`config.mk`:
```
export PLATFORM = sky130hd
export DESIGN_NAME = calendar_date_step
export DESIGN_NICKNAME = d
export VERILOG_FILES = /design/src/sv/cds_pkg.sv /design/src/sv/calendar_date_step.sv /design/src/sv/cds_front.sv /design/src/sv/cds_eval.sv
export VERILOG_INCLUDE_DIRS = /design/src /design/src/sv
export SDC_FILE = /design/constraint.sdc
export NUM_CORES = 1
export LEC_CHECK = 0
export ABC_CLOCK_PERIOD_IN_PS = 25700
export BUFFER_PORTS_ARGS = -buffer_cell sky130_fd_sc_hd__buf_2
export CAP_MARGIN = 20
export CORE_MARGIN = 2
export CORE_UTILIZATION = 55
export CTS_BUF_LIST = sky130_fd_sc_hd__clkbuf_16
export CTS_CLUSTER_DIAMETER = 60
export DETAILED_ROUTE_END_ITERATION = 16
export GPL_TIMING_DRIVEN = 0
export HOLD_SLACK_MARGIN = 0.15
export PLACE_DENSITY = 0.76
export SETUP_SLACK_MARGIN = 0.2
export SLEW_MARGIN = 20
export SYNTH_ARGS = -nofsm -noshare
export SYNTH_HDL_FRONTEND = slang
export SYNTH_SLANG_ARGS = --single-unit
```
`constraint.sdc`:
```
create_clock -name clk_i -period 25.7 [get_ports clk_i]
set_input_delay 6.425 -clock clk_i [delete_from_list [all_inputs] [get_ports clk_i]]
set_output_delay 6.425 -clock clk_i [all_outputs]
set_load 0.005 [all_outputs]
```
`src/sv/assert_macros.svh`:
```
// Assertion macros shared by the date stepper RTL.
`ifndef ASSERT_MACROS_SVH
`define ASSERT_MACROS_SVH

// Clocked check, disabled while reset is asserted
`define ASSERT_CLK(lbl, prop, msg) \
  lbl: assert property (@(posedge clk_i) disable iff (!rst_ni) (prop)) else $error(msg);

// Clocked check, active during reset as well
`define ASSERT_CLK_ALWAYS(lbl, prop, msg) \
  lbl: assert property (@(posedge clk_i) (prop)) else $error(msg);

`endif

```
`src/sv/cds_pkg.sv`:
```
// Types, constants and helper functions for the calendar date stepper.
`default_nettype none

package cds_pkg;

  localparam int unsigned ActW  = 2;
  localparam int unsigned DayW  = 5;
  localparam int unsigned MonW  = 4;
  localparam int unsigned YearW = 14;
  localparam int unsigned WdW   = 3;
  localparam int unsigned QuoW  = 8;   // year / 100 for any 14-bit year
  localparam int unsigned SumW  = 15;  // weekday sum before mod 7
  localparam int unsigned ProdW = 27;  // 14-bit year times reciprocal

  localparam logic [YearW-1:0] YearMin = 14'd1;
  localparam logic [YearW-1:0] YearMax = 14'd9999;

  // floor(y / 100) == (y * 5243) >> 19 for every y below 2**14
  localparam logic [12:0]  Div100Mul   = 13'd5243;
  localparam int unsigned  Div100Shift = 19;

  // action codes; any other code holds the date
  localparam logic [ActW-1:0] ActNext = 2'd0;
  localparam logic [ActW-1:0] ActPrev = 2'd1;

  localparam logic [MonW-1:0] MonJan = 4'd1;
  localparam logic [MonW-1:0] MonFeb = 4'd2;
  localparam logic [MonW-1:0] MonDec = 4'd12;

  typedef enum logic [1:0] {
    StOk      = 2'd0,
    StInvalid = 2'd1,
    StRange   = 2'd2
  } status_e;

  // item after the quotient stage
  typedef struct packed {
    logic [ActW-1:0]  action;
    logic [DayW-1:0]  day;
    logic [MonW-1:0]  month;
    logic [YearW-1:0] year;
    logic [YearW-1:0] year_adj;  // year, less one for Jan and Feb
    logic [QuoW-1:0]  quo_y;     // year / 100
    logic [QuoW-1:0]  quo_yy;    // year_adj / 100
  } stage_t;

  // days in a month; zero for a month code outside 1..12
  function automatic logic [DayW-1:0] month_len(input logic [MonW-1:0] m,
                                                 input logic leap);
    logic [DayW-1:0] len;
    unique case (m)
      4'd1, 4'd3, 4'd5, 4'd7, 4'd8, 4'd10, 4'd12: len = 5'd31;
      4'd4, 4'd6, 4'd9, 4'd11:                    len = 5'd30;
      4'd2:                                       len = leap ? 5'd29 : 5'd28;
      default:                                    len = 5'd0;
    endcase
    return len;
  endfunction

  // (31 * mm) / 12 for the shifted month count 1..12
  function automatic logic [DayW-1:0] month_offset(input logic [MonW-1:0] mm);
    logic [DayW-1:0] off;
    unique case (mm)
      4'd1:    off = 5'd2;
      4'd2:    off = 5'd5;
      4'd3:    off = 5'd7;
      4'd4:    off = 5'd10;
      4'd5:    off = 5'd12;
      4'd6:    off = 5'd15;
      4'd7:    off = 5'd18;
      4'd8:    off = 5'd20;
      4'd9:    off = 5'd23;
      4'd10:   off = 5'd25;
      4'd11:   off = 5'd28;
      4'd12:   off = 5'd31;
      default: off = 5'd0;
    endcase
    return off;
  endfunction

  // x mod 7 by folding octal digits (8 == 1 mod 7)
  function automatic logic [WdW-1:0] mod7(input logic [SumW-1:0] x);
    logic [5:0] fold1;
    logic [3:0] fold2;
    fold1 = {3'b0, x[2:0]} + {3'b0, x[5:3]} + {3'b0, x[8:6]}
          + {3'b0, x[11:9]} + {3'b0, x[14:12]};
    fold2 = {1'b0, fold1[5:3]} + {1'b0, fold1[2:0]};
    if (fold2 >= 4'd7) begin
      fold2 = fold2 - 4'd7;
    end
    return fold2[WdW-1:0];
  endfunction

endpackage

`default_nettype wire

```
`src/sv/calendar_date_step.sv`:
```
// Throughput: one item per clock; an accepted item passes the input register,
// the year/100 quotient stage and the result register, which form a
// three-register pipeline with no feedback; valid_o rises as the result
// register is loaded.
// busy_o is never raised and results cannot be held off by the receiver.
// Reset clears the pipeline valid bits only; no item is lost across idle.
`default_nettype none

`include "assert_macros.svh"

module calendar_date_step (
  input  wire logic                     clk_i,
  input  wire logic                     rst_ni,
  input  wire logic                     start_i,
  output logic                          busy_o,
  input  wire logic [cds_pkg::ActW-1:0]  action_i,
  input  wire logic [cds_pkg::DayW-1:0]  day_i,
  input  wire logic [cds_pkg::MonW-1:0]  month_i,
  input  wire logic [cds_pkg::YearW-1:0] year_i,
  output logic                          valid_o,
  output logic [1:0]                    status_o,
  output logic [cds_pkg::DayW-1:0]      out_day_o,
  output logic [cds_pkg::MonW-1:0]      out_month_o,
  output logic [cds_pkg::YearW-1:0]     out_year_o,
  output logic [cds_pkg::WdW-1:0]       weekday_o
);
  import cds_pkg::*;

  logic   stg_valid;
  stage_t stg;
  logic   res_invalid;
  logic   res_ok;
  logic   year_in_range;

  // pipeline never stalls
  assign busy_o = 1'b0;

  cds_front u_front (
    .clk_i       (clk_i),
    .rst_ni      (rst_ni),
    .start_i     (start_i),
    .action_i    (action_i),
    .day_i       (day_i),
    .month_i     (month_i),
    .year_i      (year_i),
    .stg_valid_o (stg_valid),
    .stg_o       (stg)
  );

  cds_eval u_eval (
    .clk_i       (clk_i),
    .rst_ni      (rst_ni),
    .stg_valid_i (stg_valid),
    .stg_i       (stg),
    .valid_o     (valid_o),
    .status_o    (status_o),
    .out_day_o   (out_day_o),
    .out_month_o (out_month_o),
    .out_year_o  (out_year_o),
    .weekday_o   (weekday_o)
  );

  // checks
  assign res_invalid   = valid_o && (status_o == StInvalid);
  assign res_ok        = valid_o && (status_o == StOk);
  assign year_in_range = (out_year_o >= YearMin) && (out_year_o <= YearMax);

  `ASSERT_CLK(a_accept_to_result, (start_i && !busy_o) |-> ##3 valid_o, "item lost in pipeline")
  `ASSERT_CLK(a_result_from_accept, valid_o |-> $past(start_i, 3), "result without item")
  `ASSERT_CLK(a_weekday_range, valid_o |-> (weekday_o <= 3'd6), "weekday out of range")
  `ASSERT_CLK(a_invalid_weekday, res_invalid |-> (weekday_o == 3'd0), "weekday on invalid date")
  `ASSERT_CLK(a_ok_year_range, res_ok |-> year_in_range, "stepped year out of range")
  `ASSERT_CLK_ALWAYS(a_no_result_in_reset, !rst_ni |-> !valid_o, "strobe during reset")

endmodule

`default_nettype wire

```
`src/sv/cds_front.sv`:
```
// Input register and year/100 quotient stage of the date stepper.
`default_nettype none

module cds_front (
  input  wire logic                     clk_i,
  input  wire logic                     rst_ni,
  input  wire logic                     start_i,
  input  wire logic [cds_pkg::ActW-1:0]  action_i,
  input  wire logic [cds_pkg::DayW-1:0]  day_i,
  input  wire logic [cds_pkg::MonW-1:0]  month_i,
  input  wire logic [cds_pkg::YearW-1:0] year_i,
  output logic                          stg_valid_o,
  output cds_pkg::stage_t               stg_o
);
  import cds_pkg::*;

  logic             in_valid_q;
  logic [ActW-1:0]  action_q;
  logic [DayW-1:0]  day_q;
  logic [MonW-1:0]  month_q;
  logic [YearW-1:0] year_q;

  logic [YearW-1:0] year_adj;
  logic [ProdW-1:0] prod_y;
  logic [ProdW-1:0] prod_yy;
  stage_t           stg_d;
  stage_t           stg_q;
  logic             stg_valid_q;

  // input register
  always_ff @(posedge clk_i or negedge rst_ni) begin
    if (!rst_ni) begin
      in_valid_q <= 1'b0;
    end else begin
      in_valid_q <= start_i;
    end
  end

  always_ff @(posedge clk_i) begin
    if (start_i) begin
      action_q <= action_i;
      day_q    <= day_i;
      month_q  <= month_i;
      year_q   <= year_i;
    end
  end

  // Jan and Feb count toward the previous year for the weekday
  assign year_adj = (month_q <= MonFeb) ? (year_q - 14'd1) : year_q;

  // divide by 100 through the reciprocal
  assign prod_y  = {13'b0, year_q}   * {14'b0, Div100Mul};
  assign prod_yy = {13'b0, year_adj} * {14'b0, Div100Mul};

  always_comb begin
    stg_d          = stg_q;
    stg_d.action   = action_q;
    stg_d.day      = day_q;
    stg_d.month    = month_q;
    stg_d.year     = year_q;
    stg_d.year_adj = year_adj;
    stg_d.quo_y    = prod_y[Div100Shift +: QuoW];
    stg_d.quo_yy   = prod_yy[Div100Shift +: QuoW];
  end

  // quotient stage register
  always_ff @(posedge clk_i or negedge rst_ni) begin
    if (!rst_ni) begin
      stg_valid_q <= 1'b0;
    end else begin
      stg_valid_q <= in_valid_q;
    end
  end

  always_ff @(posedge clk_i) begin
    if (in_valid_q) begin
      stg_q <= stg_d;
    end
  end

  assign stg_valid_o = stg_valid_q;
  assign stg_o       = stg_q;

endmodule

`default_nettype wire

```
`src/sv/cds_eval.sv`:
```
// Validity check, day step and weekday, with the result register.
`default_nettype none

module cds_eval (
  input  wire logic                     clk_i,
  input  wire logic                     rst_ni,
  input  wire logic                     stg_valid_i,
  input  wire cds_pkg::stage_t          stg_i,
  output logic                          valid_o,
  output logic [1:0]                    status_o,
  output logic [cds_pkg::DayW-1:0]      out_day_o,
  output logic [cds_pkg::MonW-1:0]      out_month_o,
  output logic [cds_pkg::YearW-1:0]     out_year_o,
  output logic [cds_pkg::WdW-1:0]       weekday_o
);
  import cds_pkg::*;

  logic [SumW-1:0]  cent_y;
  logic             cent_zero;
  logic             leap;
  logic [DayW-1:0]  mlen;
  logic [DayW-1:0]  prev_len;
  logic             date_ok;
  logic [MonW-1:0]  mm;
  logic [SumW-1:0]  wd_sum;

  status_e          status_d, status_q;
  logic [DayW-1:0]  day_d, day_q;
  logic [MonW-1:0]  month_d, month_q;
  logic [YearW-1:0] year_d, year_q;
  logic [WdW-1:0]   wd_d, wd_q;
  logic             valid_q;

  // leap year: by 4 and not by 100, or by 400
  assign cent_y    = {7'b0, stg_i.quo_y} * 15'd100;
  assign cent_zero = ({1'b0, stg_i.year} == cent_y);
  assign leap      = ((stg_i.year[1:0] == 2'b00) && !cent_zero) ||
                     (cent_zero && (stg_i.quo_y[1:0] == 2'b00));

  assign mlen     = month_len(stg_i.month, leap);
  assign prev_len = month_len(stg_i.month - 4'd1, leap);

  assign date_ok = (stg_i.year >= YearMin) && (stg_i.year <= YearMax) &&
                   (stg_i.day != 5'd0) && (stg_i.day <= mlen);

  // weekday sum, March counted as month 1
  assign mm     = (stg_i.month <= MonFeb) ? (stg_i.month + 4'd10)
                                          : (stg_i.month - 4'd2);
  assign wd_sum = {10'b0, stg_i.day} + {1'b0, stg_i.year_adj}
                + {3'b0, stg_i.year_adj[YearW-1:2]} + {9'b0, stg_i.quo_yy[QuoW-1:2]}
                - {7'b0, stg_i.quo_yy} + {10'b0, month_offset(mm)};

  // step the date
  always_comb begin
    status_d = StOk;
    day_d    = stg_i.day;
    month_d  = stg_i.month;
    year_d   = stg_i.year;
    wd_d     = '0;
    if (!date_ok) begin
      status_d = StInvalid;
    end else begin
      wd_d = mod7(wd_sum);
      unique case (stg_i.action)
        ActNext: begin
          if (stg_i.day == mlen) begin
            if (stg_i.month == MonDec) begin
              if (stg_i.year >= YearMax) begin
                status_d = StRange;
              end else begin
                day_d   = 5'd1;
                month_d = MonJan;
                year_d  = stg_i.year + 14'd1;
              end
            end else begin
              day_d   = 5'd1;
              month_d = stg_i.month + 4'd1;
            end
          end else begin
            day_d = stg_i.day + 5'd1;
          end
        end
        ActPrev: begin
          if (stg_i.day == 5'd1) begin
            if (stg_i.month == MonJan) begin
              if (stg_i.year <= YearMin) begin
                status_d = StRange;
              end else begin
                day_d   = 5'd31;
                month_d = MonDec;
                year_d  = stg_i.year - 14'd1;
              end
            end else begin
              month_d = stg_i.month - 4'd1;
              day_d   = prev_len;
            end
          end else begin
            day_d = stg_i.day - 5'd1;
          end
        end
        default: begin
          // hold: date stays as it is
        end
      endcase
    end
  end

  // result register
  always_ff @(posedge clk_i or negedge rst_ni) begin
    if (!rst_ni) begin
      valid_q <= 1'b0;
    end else begin
      valid_q <= stg_valid_i;
    end
  end

  always_ff @(posedge clk_i) begin
    if (stg_valid_i) begin
      status_q <= status_d;
      day_q    <= day_d;
      month_q  <= month_d;
      year_q   <= year_d;
      wd_q     <= wd_d;
    end
  end

  assign valid_o     = valid_q;
  assign status_o    = status_q;
  assign out_day_o   = day_q;
  assign out_month_o = month_q;
  assign out_year_o  = year_q;
  assign weekday_o   = wd_q;

endmodule

`default_nettype wire
```
# Word-level counts from Yosys, hierarchy flattened
# Memory sizes are Yosys's and may differ from the RTL's.
# Cells that the tools add are included.
[word_totals]
rom_bits = 80
elab_cells = 131
ff_bits = 111
mem_bits_rw = 0
latchBits = 0
memories = 1
[op_classes]
mul = 3
magnitude_cmp = 8
add_sub_neg = 20
eq_ne = 28
bitwise_logic = 0
reduce_logical = 15
n_div = 0
n_shift = 0
muxes = 37
[memory_table]
columns = ["memory", "words", "width", "read_ports", "rd_clocked_by_memory_dff", "wr", "line", "source"]
rows = [
  ["(name not given)", 16, 5, 1, 0, 0, "cds_pkg.sv:63", "unique case (mm)"],
]
[op_table]
columns = ["cell", "count"]
rows = [
  ["two-way mux 14 bit", 8],
  ["multiplier 14 x 13 -> 27 bit, second input constant", 2],
  ["equality test 4 bit, second input constant", 10],
  ["two-way mux 5 bit", 7],
  ["equality test 4 x 3 -> 1 bit, second input constant", 8],
  ["two-way mux 4 bit", 8],
  ["case mux 5 bit (3 select lines)", 2],
  ["case mux 14 bit (2 select lines)", 1],
  ["subtractor 14 x 1 -> 14 bit, second input constant", 2],
  ["adder 6 x 3 -> 6 bit", 3],
  ["equality test 4 x 2 -> 1 bit, second input constant", 4],
  ["adder 15 x 12 -> 15 bit", 1],
  ["adder 15 x 5 -> 15 bit", 1],
  ["adder 15 x 6 -> 15 bit", 1],
  ["adder 5 x 14 -> 15 bit", 1],
  ["equality test 14 x 15 -> 1 bit", 1],
  ["subtractor 15 x 8 -> 15 bit", 1],
  ["adder 14 x 1 -> 14 bit, second input constant", 1],
  ["greater-or-equal comparator 14 x 1 -> 1 bit, second input constant", 1],
  ["greater-or-equal comparator 14 bit, second input constant", 1],
  ["<= comparator 14 x 1 -> 1 bit, second input constant", 1],
  ["<= comparator 14 bit, second input constant", 1],
  ["OR reduction 7 bit", 2],
  ["multiplier 8 x 5 -> 13 bit, second input constant", 1],
  ["27 further kinds", 42],
]

# Depth between registers and ports, before layout
# Gate-level depths: netlist (run 1).
[depth]
word_depth = 12
ltp_mapped = 37
mapped_depth_nobuf = 37

# Modules after synthesis
# From an unflattened synthesis (run 1), not the netlist that was laid out.
[unflattened]
cells_unflattened = 1506
hier_area_um2 = 15347.2
[modules_own_cells]
columns = ["mod", "n_inst", "area_each_um2", "cells_per_inst"]
rows = [
  ["cds_front", 1, 9738.1, 857],
  ["cds_eval", 1, 5597.9, 647],
  ["calendar_date_step", 1, 11.3, 2],
]

# Least setup slack after synthesis (run 1)
# No wires, ideal clock.
[synth_timing]
path_type = "reg-to-reg"
startpoint = "reg u_front.stg_q (netlist bit u_front.stg_o[44])"
endpoint = "reg u_eval.wd_q[1], in the netlist u_eval.weekday_o[1] (data pin)"
path_stages_with_launch = 33
t_required_ns = 25.439
setup_time_ns = 0.261
t_arrival_ns = 8.417
n_path_buf = 0
setup_slack_ns = 17.022
cell_sequence = "edfxtp_1 > inv_1 > ha_1 > inv_1 > a21oi_1 > mux2i_1 > mux2i_1 > mux4_2 > fa_1 > fa_1 > inv_1 > fa_1 > ha_1 > inv_1 > fa_1 > inv_1 > ha_1 > fa_1 > inv_1 > fa_1 > fa_1 > inv_1 > ha_1 > fa_1 > xor2_1 > ha_1 > inv_1 > fa_1 > inv_1 > ha_1 > a21boi_0 > mux2i_1 > nor2_1"
[synth_between]
elab_chain_cells = 11
word_cells_on_any_way = 31
cone_classes = "9 x add/sub; 3 x order compare; 12 x eq/ne; 3 x mux; 3 x reduce/logical; 1 x memory"
[synth_rtl]
columns = ["element", "line", "source"]
rows = [
  ["start: declaration", "cds_front.sv:27", "stage_t stg_q;"],
  ["start signal: assignment", "cds_front.sv:77", "stg_q <= stg_d;"],
  ["subtractor 4 x 2 -> 4 bit, or another cell as far along", "cds_eval.sv:48", ": (stg_i.month - 4'd2);"],
  ["two-way mux 4 bit", "cds_eval.sv:47", "assign mm = (stg_i.month <= MonFeb) ? (stg_i.month + 4'd10)"],
  ["memory read (16 x 5 bit)", "n/a", ""],
  ["adder 15 x 5 -> 15 bit", "cds_eval.sv:51", "- {7'b0, stg_i.quo_yy} + {10'b0, month_offset(mm)};"],
  ["adder 3 x 3 -> 4 bit", "cds_pkg.sv:85", "fold1 = {3'b0, x[2:0]} + {3'b0, x[5:3]} + {3'b0, x[8:6]}"],
  ["adder 6 x 3 -> 6 bit", "cds_pkg.sv:85", ""],
  ["adder 6 x 3 -> 6 bit (2 in a row)", "cds_pkg.sv:86", "+ {3'b0, x[11:9]} + {3'b0, x[14:12]};"],
  ["adder 3 x 3 -> 4 bit", "cds_pkg.sv:87", "fold2 = {1'b0, fold1[5:3]} + {1'b0, fold1[2:0]};"],
  ["greater-or-equal comparator 4 x 3 -> 1 bit / subtractor 3 bit (equally long branches)", "cds_pkg.sv:88, cds_pkg.sv:89", ""],
  ["two-way mux 3 bit", "cds_pkg.sv:88", "if (fold2 >= 4'd7) begin"],
  ["end signal: assignment", "cds_eval.sv:123", "wd_q <= wd_d;"],
  ["end: declaration", "cds_eval.sv:31", "logic [WdW-1:0] wd_d, wd_q;"],
]
# Several ways; a longest one is shown, not always the timed one.
# A chain may end at the register's enable or synchronous reset.

# Worst setup path after layout (run 1)
# Ends and elaborated chain as after synthesis.

==> results.json, run 1 <==
{
  "syn_area_per_cell_um2": 10.3,
  "dieArea_um2": 28600,
  "nFillCells": 2206,
  "start_util_pct": 55.8,
  "wl_um": 31300,
  "outcome": "finished, final reports clean",
  "crit_path_max_incr_delay_ns": 0.61,
  "dr.pass1.iters": 5,
  "maxCapViolations": 0,
  "drc": 0,
  "cp_data_arrival_time_ns": 9.60,
  "layout.cells.non_filler": 1873,
  "synth_cell_type_count": 69,
  "ys_ff_latch": 111,
  "antenna_cells": 0,
  "period_share_pct": 36.9,
  "gp_congestion": 0.901,
  "via_per_inst": 5.56,
  "coreArea_um2": 26900,
  "synth_top_area_share_pct": 25.2,
  "tightestPinTransition_ns": 1.08,
  "finalClockSkew_ns": 0.0133,
  "path_clk_slew_ns": 0.08,
  "die_w_um": 169,
  "multiInputGateArea_um2": 10300,
  "cts_root_buf": "clkbuf_16",
  "hold_violations": 0,
  "ant_nets": 0,
  "synth_area_leaders": "ha_1 25%, edfxtp_1 22%, fa_1 21%",
  "holdCritPathClass": "register to register",
  "nNetsFinal": 2018,
  "fin_setup_tns_ns": 0,
  "crit_slowest_cell": "mux4_2",
  "rows": 60,
  "period_minus_slack_ns": 9.48,
  "cpMostUsedCell": "fa_1",
  "rsz0062_at_grt": "no",
  "cts.repair.resized": 0,
  "cts_tree": "yes",
  "async_reset_ff_share_pct": 2.70,
  "overflow": 0,
  "synth_common_cells": "340 x inv_1, 302 x ha_1, 161 x fa_1",
  "startpoint_type": "register",
  "slew_headroom_pct": 27.4,
  "syn-cell-area_um2": 15000,
  "holdBufCountCts": 0,
  "grt_pass1_vias": 10800,
  "seq_area_um2": 3320,
  "post_drt_wl_per_cell_um": 16.7,
  "synthCells": 1459,
  "grt_pass1_wl_um": 52600,
  "dp.cells": 1857,
  "cts.path.max_buffers": 2,
  "die_h_um": 169,
  "io_pins": 58,
  "cts_setup_buffers": 0,
  "vias": 10400,
  "areaGrowthSynthToFinish_pct": 6.97,
  "drv_slew": 0,
  "grt_use_total_pct": 23.2,
  "crit_path_end_kind": "register",
  "required_ns": 25.82,
  "synth-edff-count": 108,
  "min-delay-start": "u_front.day_q[2]$_DFFE_PP_",
  "rr_startpoint": "u_front.stg_o[44]$_DFFE_PP_",
  "max_freq_ghz": 0.105,
  "final_cell_area_um2": 16000,
  "ys.flop_type": "edfxtp_1",
  "place.port_buffers": 56,
  "synth_top_area_cell": "ha_1",
  "synth-seq-area-share_pct": 22.1,
  "drt_iter0_drc": 672,
  "cts_buffers": 9,
  "insertion_delay_ns": 0.37,
  "yosysMostFrequentCell": "inv_1",
  "crit_start": "u_front.stg_o[44]$_DFFE_PP_",
  "layout-drive-gt1-share_pct": 6.53,
  "grt_max_degree": 38,
  "place_area_um2": 15700,
  "cp_max_fo": 10,
  "antenna_found_initial": 0,
  "setup_violations": 0,
  "yosysWarnings": 0,
  "syn-num-nets": 1950,
  "cts_htree_levels": 3,
  "worstSetupPathType": "register to register",
  "cts.sinks": 111,
  "hpwl_um": 26300
}
==> sequential cells by signal, indices dropped and copies added, names as in the netlist <==
register / flops
u_front.stg_o: 55
u_front.stg_valid_o: 1
u_front.action_q: 2
u_front.year_q: 14
u_eval.valid_o: 1
u_eval.status_o: 2
u_eval.out_month_o: 4
u_eval.weekday_o: 3
u_front.in_valid_q: 1
u_eval.out_year_o: 14
u_eval.out_day_o: 5
u_front.day_q: 5
u_front.month_q: 4
==> cells by family (layout without fill, tap and decap cells) <==
family	Yosys count	count (layout)	synth area share (%)
AO/OA/AOI/OAI	208	208	8.96
XOR/XNOR	76	76	4.44
adder cells (fa/ha/maj)	463	463	46.7
buffers and inverters	365	438	9.30
flip-flops	111	111	22.1
multiplexers	8	8	0.784
other	1	1	0.0250
AND/OR/NAND/NOR	227	227	7.65
==> layout make-up <==
class                   instances  area share (%)
well taps                     341            2.66
flip-flops and latches        111            20.7
plain buffers                  25           0.733
repair buffers                 57            1.87
multi-input cells             983            64.3
inverters                     340            7.96
clock buffers                   9            1.40
clock inverters                 7           0.375
==> final timing paths <==
kind / endpoint / slack (ns) / depth (start not counted)
worst min-delay path: u_front.stg_o[50]$_DFFE_PP_ / 0.42 / 0
worst min register to register: u_front.stg_o[50]$_DFFE_PP_ / 0.42 / 0
worst max-delay path: u_eval.weekday_o[1]$_SDFFCE_PN0P_ / 16.22 / 34
worst max register to register: u_eval.weekday_o[1]$_SDFFCE_PN0P_ / 16.22 / 34
max in group asynchronous: u_front.in_valid_q$_DFF_PN0_ / 19.73 / 1
min in group asynchronous: u_front.stg_valid_o$_DFF_PN0_ / 5.84 / 1
==> worst max-delay path, delay by kind of cell (launching register included) <==
kind	cells	cell delay, ns
compound gates	6	1.21
xor+xnor	2	0.35
fa+ha+maj	13	4.89
buf+inv	7	0.57
flops	1	0.57
mux	4	1.46
simple gates	2	0.18
==> per-stage QoR <==
step / setup WS [ns] / util (%) / hold slack, ns
2_1_floorplan: 17.02 / - / 0.400
3_3_place_gp: 16.52 / 58.4 / 0.404
3_5_place_dp: 16.22 / 58.5 / 0.411
4_1_cts: 16.21 / 59.6 / 0.420
5_1_grt: 15.60 / 59.7 / 0.430
6_report: 16.22 / 59.7 / 0.423
==> metal layers <==
metal,GRT usage [%],up-vias,part of all wire [%]
met5,0,-,0
met4,7.06,0,2.6
met3,3.25,56,4.5
met2,40.7,261,49
met1,29.9,5081,44
li1,-,5012,-
==> layout by cell type, fill, tap and decap left out, types with 9 or more instances in the layout <==
cell type	synthesis	final
nand3_1	32	32
o21ai_0	38	37
nor3_1	15	15
nor2_1	69	69
nor4_1	11	11
edfxtp_1	108	108
inv_1	340	341
fa_1	161	161
nand2_1	43	43
xor2_1	17	17
a21o_1	16	16
a21oi_1	61	61
nand4_1	9	9
xnor2_1	59	55
clkbuf_16	0	9
buf_2	4	60
clkbuf_1	18	18
ha_1	302	302
Power of run 1 is left out: the tool's default activity adds up to more than one toggle a clock period on the data nets, which glitch-free logic cannot reach.
==> run 2, diff against run 1 <==
--- a/config.mk
+++ b/config.mk
@@ -6,7 +6,7 @@
 export SDC_FILE = /design/constraint.sdc
 export NUM_CORES = 1
 export LEC_CHECK = 0
-export ABC_CLOCK_PERIOD_IN_PS = 25700
+export ABC_CLOCK_PERIOD_IN_PS = 9150
 export BUFFER_PORTS_ARGS = -buffer_cell sky130_fd_sc_hd__buf_2
 export CAP_MARGIN = 20
 export CORE_MARGIN = 2
==> constraint.sdc (replaced) <==
create_clock -name clk_i -period 9.15 [get_ports clk_i]
set_input_delay 2.2875 -clock clk_i [delete_from_list [all_inputs] [get_ports clk_i]]
set_output_delay 2.2875 -clock clk_i [all_outputs]
set_load 0.005 [all_outputs]
==> results.json, run 2 (synthesized netlist as in run 1, its figures left out) <==
{
  "cp_max_fo": 6,
  "worst_r2r_endpoint": "u_eval.weekday_o[1]$_SDFFCE_PN0P_",
  "vias": 10500,
  "largest_register_ffs": 55,
  "rr_startpoint": "u_front.stg_o[44]$_DFFE_PP_",
  "slew_headroom_pct": 27.3,
  "outcome": "finished, final reports clean",
  "post_drt_wl_per_cell_um": 16.8,
  "crit_path_end_kind": "register",
  "drv_slew": 0,
  "period_minus_slack_ns": 8.52,
  "required_ns": 9.27,
  "min-delay-start": "u_front.day_q[2]$_DFFE_PP_",
  "nNetsFinal": 2022,
  "setup_violations": 0,
  "maxCapViolations": 0,
  "finalClockSkew_ns": 0.0138,
  "cpMostUsedCell": "fa_1",
  "final_cell_mix": "338 x inv_1, 300 x ha_1, 161 x fa_1",
  "grt_use_total_pct": 23.2,
  "coreArea_um2": 26900,
  "overflow": 0,
  "tightestPinTransition_ns": 1.08,
  "hpwl_um": 26300,
  "layout-drive-gt1-share_pct": 7.75,
  "crit_path_max_incr_delay_ns": 0.56,
  "nFillCells": 2192,
  "place_area_um2": 15700,
  "crit_slowest_cell": "mux4_2",
  "reg2regPathDepth": 34,
  "antenna_found_initial": 0,
  "min_path_cells": 0,
  "holdCritPathClass": "register to register",
  "finalWorstSetupSlack_ns": 0.632,
  "cts_buffers": 9,
  "wl_um": 31500,
  "grt_max_degree": 38,
  "rows": 60,
  "rsz0062_at_grt": "no",
  "cts_htree_levels": 3,
  "final_common_cell": "inv_1",
  "via_per_inst": 5.58,
  "place.port_buffers": 56,
  "period_share_pct": 93.1,
  "io_pins": 58,
  "ant_nets": 0,
  "path_clk_slew_ns": 0.08,
  "gp_congestion": 0.901,
  "insertion_delay_ns": 0.37,
  "ff2ff_setup_slack_ns": 0.63,
  "die_w_um": 169,
  "cts.sinks": 111,
  "final_cell_area_um2": 16100,
  "start_util_pct": 55.8,
  "antenna_cells": 0,
  "die_h_um": 169,
  "dieArea_um2": 28600,
  "drc": 0,
  "hold_violations": 0,
  "areaGrowthSynthToFinish_pct": 7.61,
  "dp_slack_ns": -0.330,
  "max_freq_ghz": 0.117,
  "cts_tree": "yes",
  "multiInputGateArea_um2": 10400,
  "cts_root_buf": "clkbuf_16",
  "hold_end": "u_front.stg_o[50]$_DFFE_PP_",
  "startpoint_type": "register",
  "grt_pass1_vias": 10800,
  "cp_data_arrival_time_ns": 8.64,
  "seq_area_um2": 3320,
  "grt_pass1_wl_um": 52600,
  "drt_iter0_drc": 719,
  "dr.pass1.iters": 5,
  "cts.path.max_buffers": 2,
  "worstSetupPathType": "register to register"
}
==> run 2: cell count changes in the layout (fill, tap and decap cells not counted), sizes merged <==
cell	previous run	this run
buf	64	68
==> run 2: worst max path at each step <==
stage / from / end / cells after the start
3_5_place_dp: u_front.stg_o[44]$_DFFE_PP_ / u_eval.weekday_o[1]$_SDFFCE_PN0P_ / 34
2_1_floorplan: u_front.stg_o[44]$_DFFE_PP_ / u_eval.weekday_o[1]$_SDFFCE_PN0P_ / 32
4_1_cts: u_front.stg_o[46]$_DFFE_PP_ / u_eval.weekday_o[1]$_SDFFCE_PN0P_ / 33
6_report: u_front.stg_o[44]$_DFFE_PP_ / u_eval.weekday_o[1]$_SDFFCE_PN0P_ / 34
3_3_place_gp: u_front.stg_o[44]$_DFFE_PP_ / u_eval.weekday_o[1]$_SDFFCE_PN0P_ / 34
5_1_grt: u_front.stg_o[44]$_DFFE_PP_ / u_eval.weekday_o[1]$_SDFFCE_PN0P_ / 34
==> run 2: routing by layer <==
metal | global-route usage (%) | vias up | wire, um
met3 | 3.25 | 50 | 1380
li1 | - | 5027 | -
met5 | 0 | - | 0
met1 | 29.9 | 5128 | 13700
met2 | 40.8 | 272 | 15600
met4 | 7.06 | 0 | 765
==> run 2: stage by stage <==
step / util (%) / hold slack [ns] / setup TNS, ns / std cells
6_report: 60.0 / 0.423 / 0 / 1877
5_1_grt: 60.0 / 0.430 / 0 / 1877
3_3_place_gp: 58.4 / 0.404 / -0.0340 / 1856
2_1_floorplan: - / 0.400 / 0 / 1459
3_5_place_dp: 58.5 / 0.411 / -0.610 / 1857
4_1_cts: 59.7 / 0.420 / 0 / 1875
==> run 2: timing repair <==
| action | CTS | global route |
|---|---|---|
| gates resized for setup | 4 | 18 |
| buffers inserted | 2 | 2 |
| hold buffers | 0 | 0 |
| endpoints found under the setup margin | 3 | 3 |
| pin swaps | 0 | 1 |
==> run 2: cell type report <==
cell class	count	area share [%]
repair buffers	61	2.05
flip-flops and latches	111	20.6
clock inverters	7	0.372
multi-input cells	983	64.3
plain buffers	25	0.737
clock buffers	9	1.40
well taps	341	2.64
inverters	340	7.91
==> run 2: worst max-delay path: cells and delay by family, from the launching register on <==
family / cells / cell delay [ns]
compound gates: 6 / 0.88
xor+xnor: 2 / 0.35
fa+ha+maj: 13 / 4.78
buf+inv: 7 / 0.46
flops: 1 / 0.42
mux: 4 / 1.14
simple gates: 2 / 0.22
Power of run 2 is left out for the same reason.
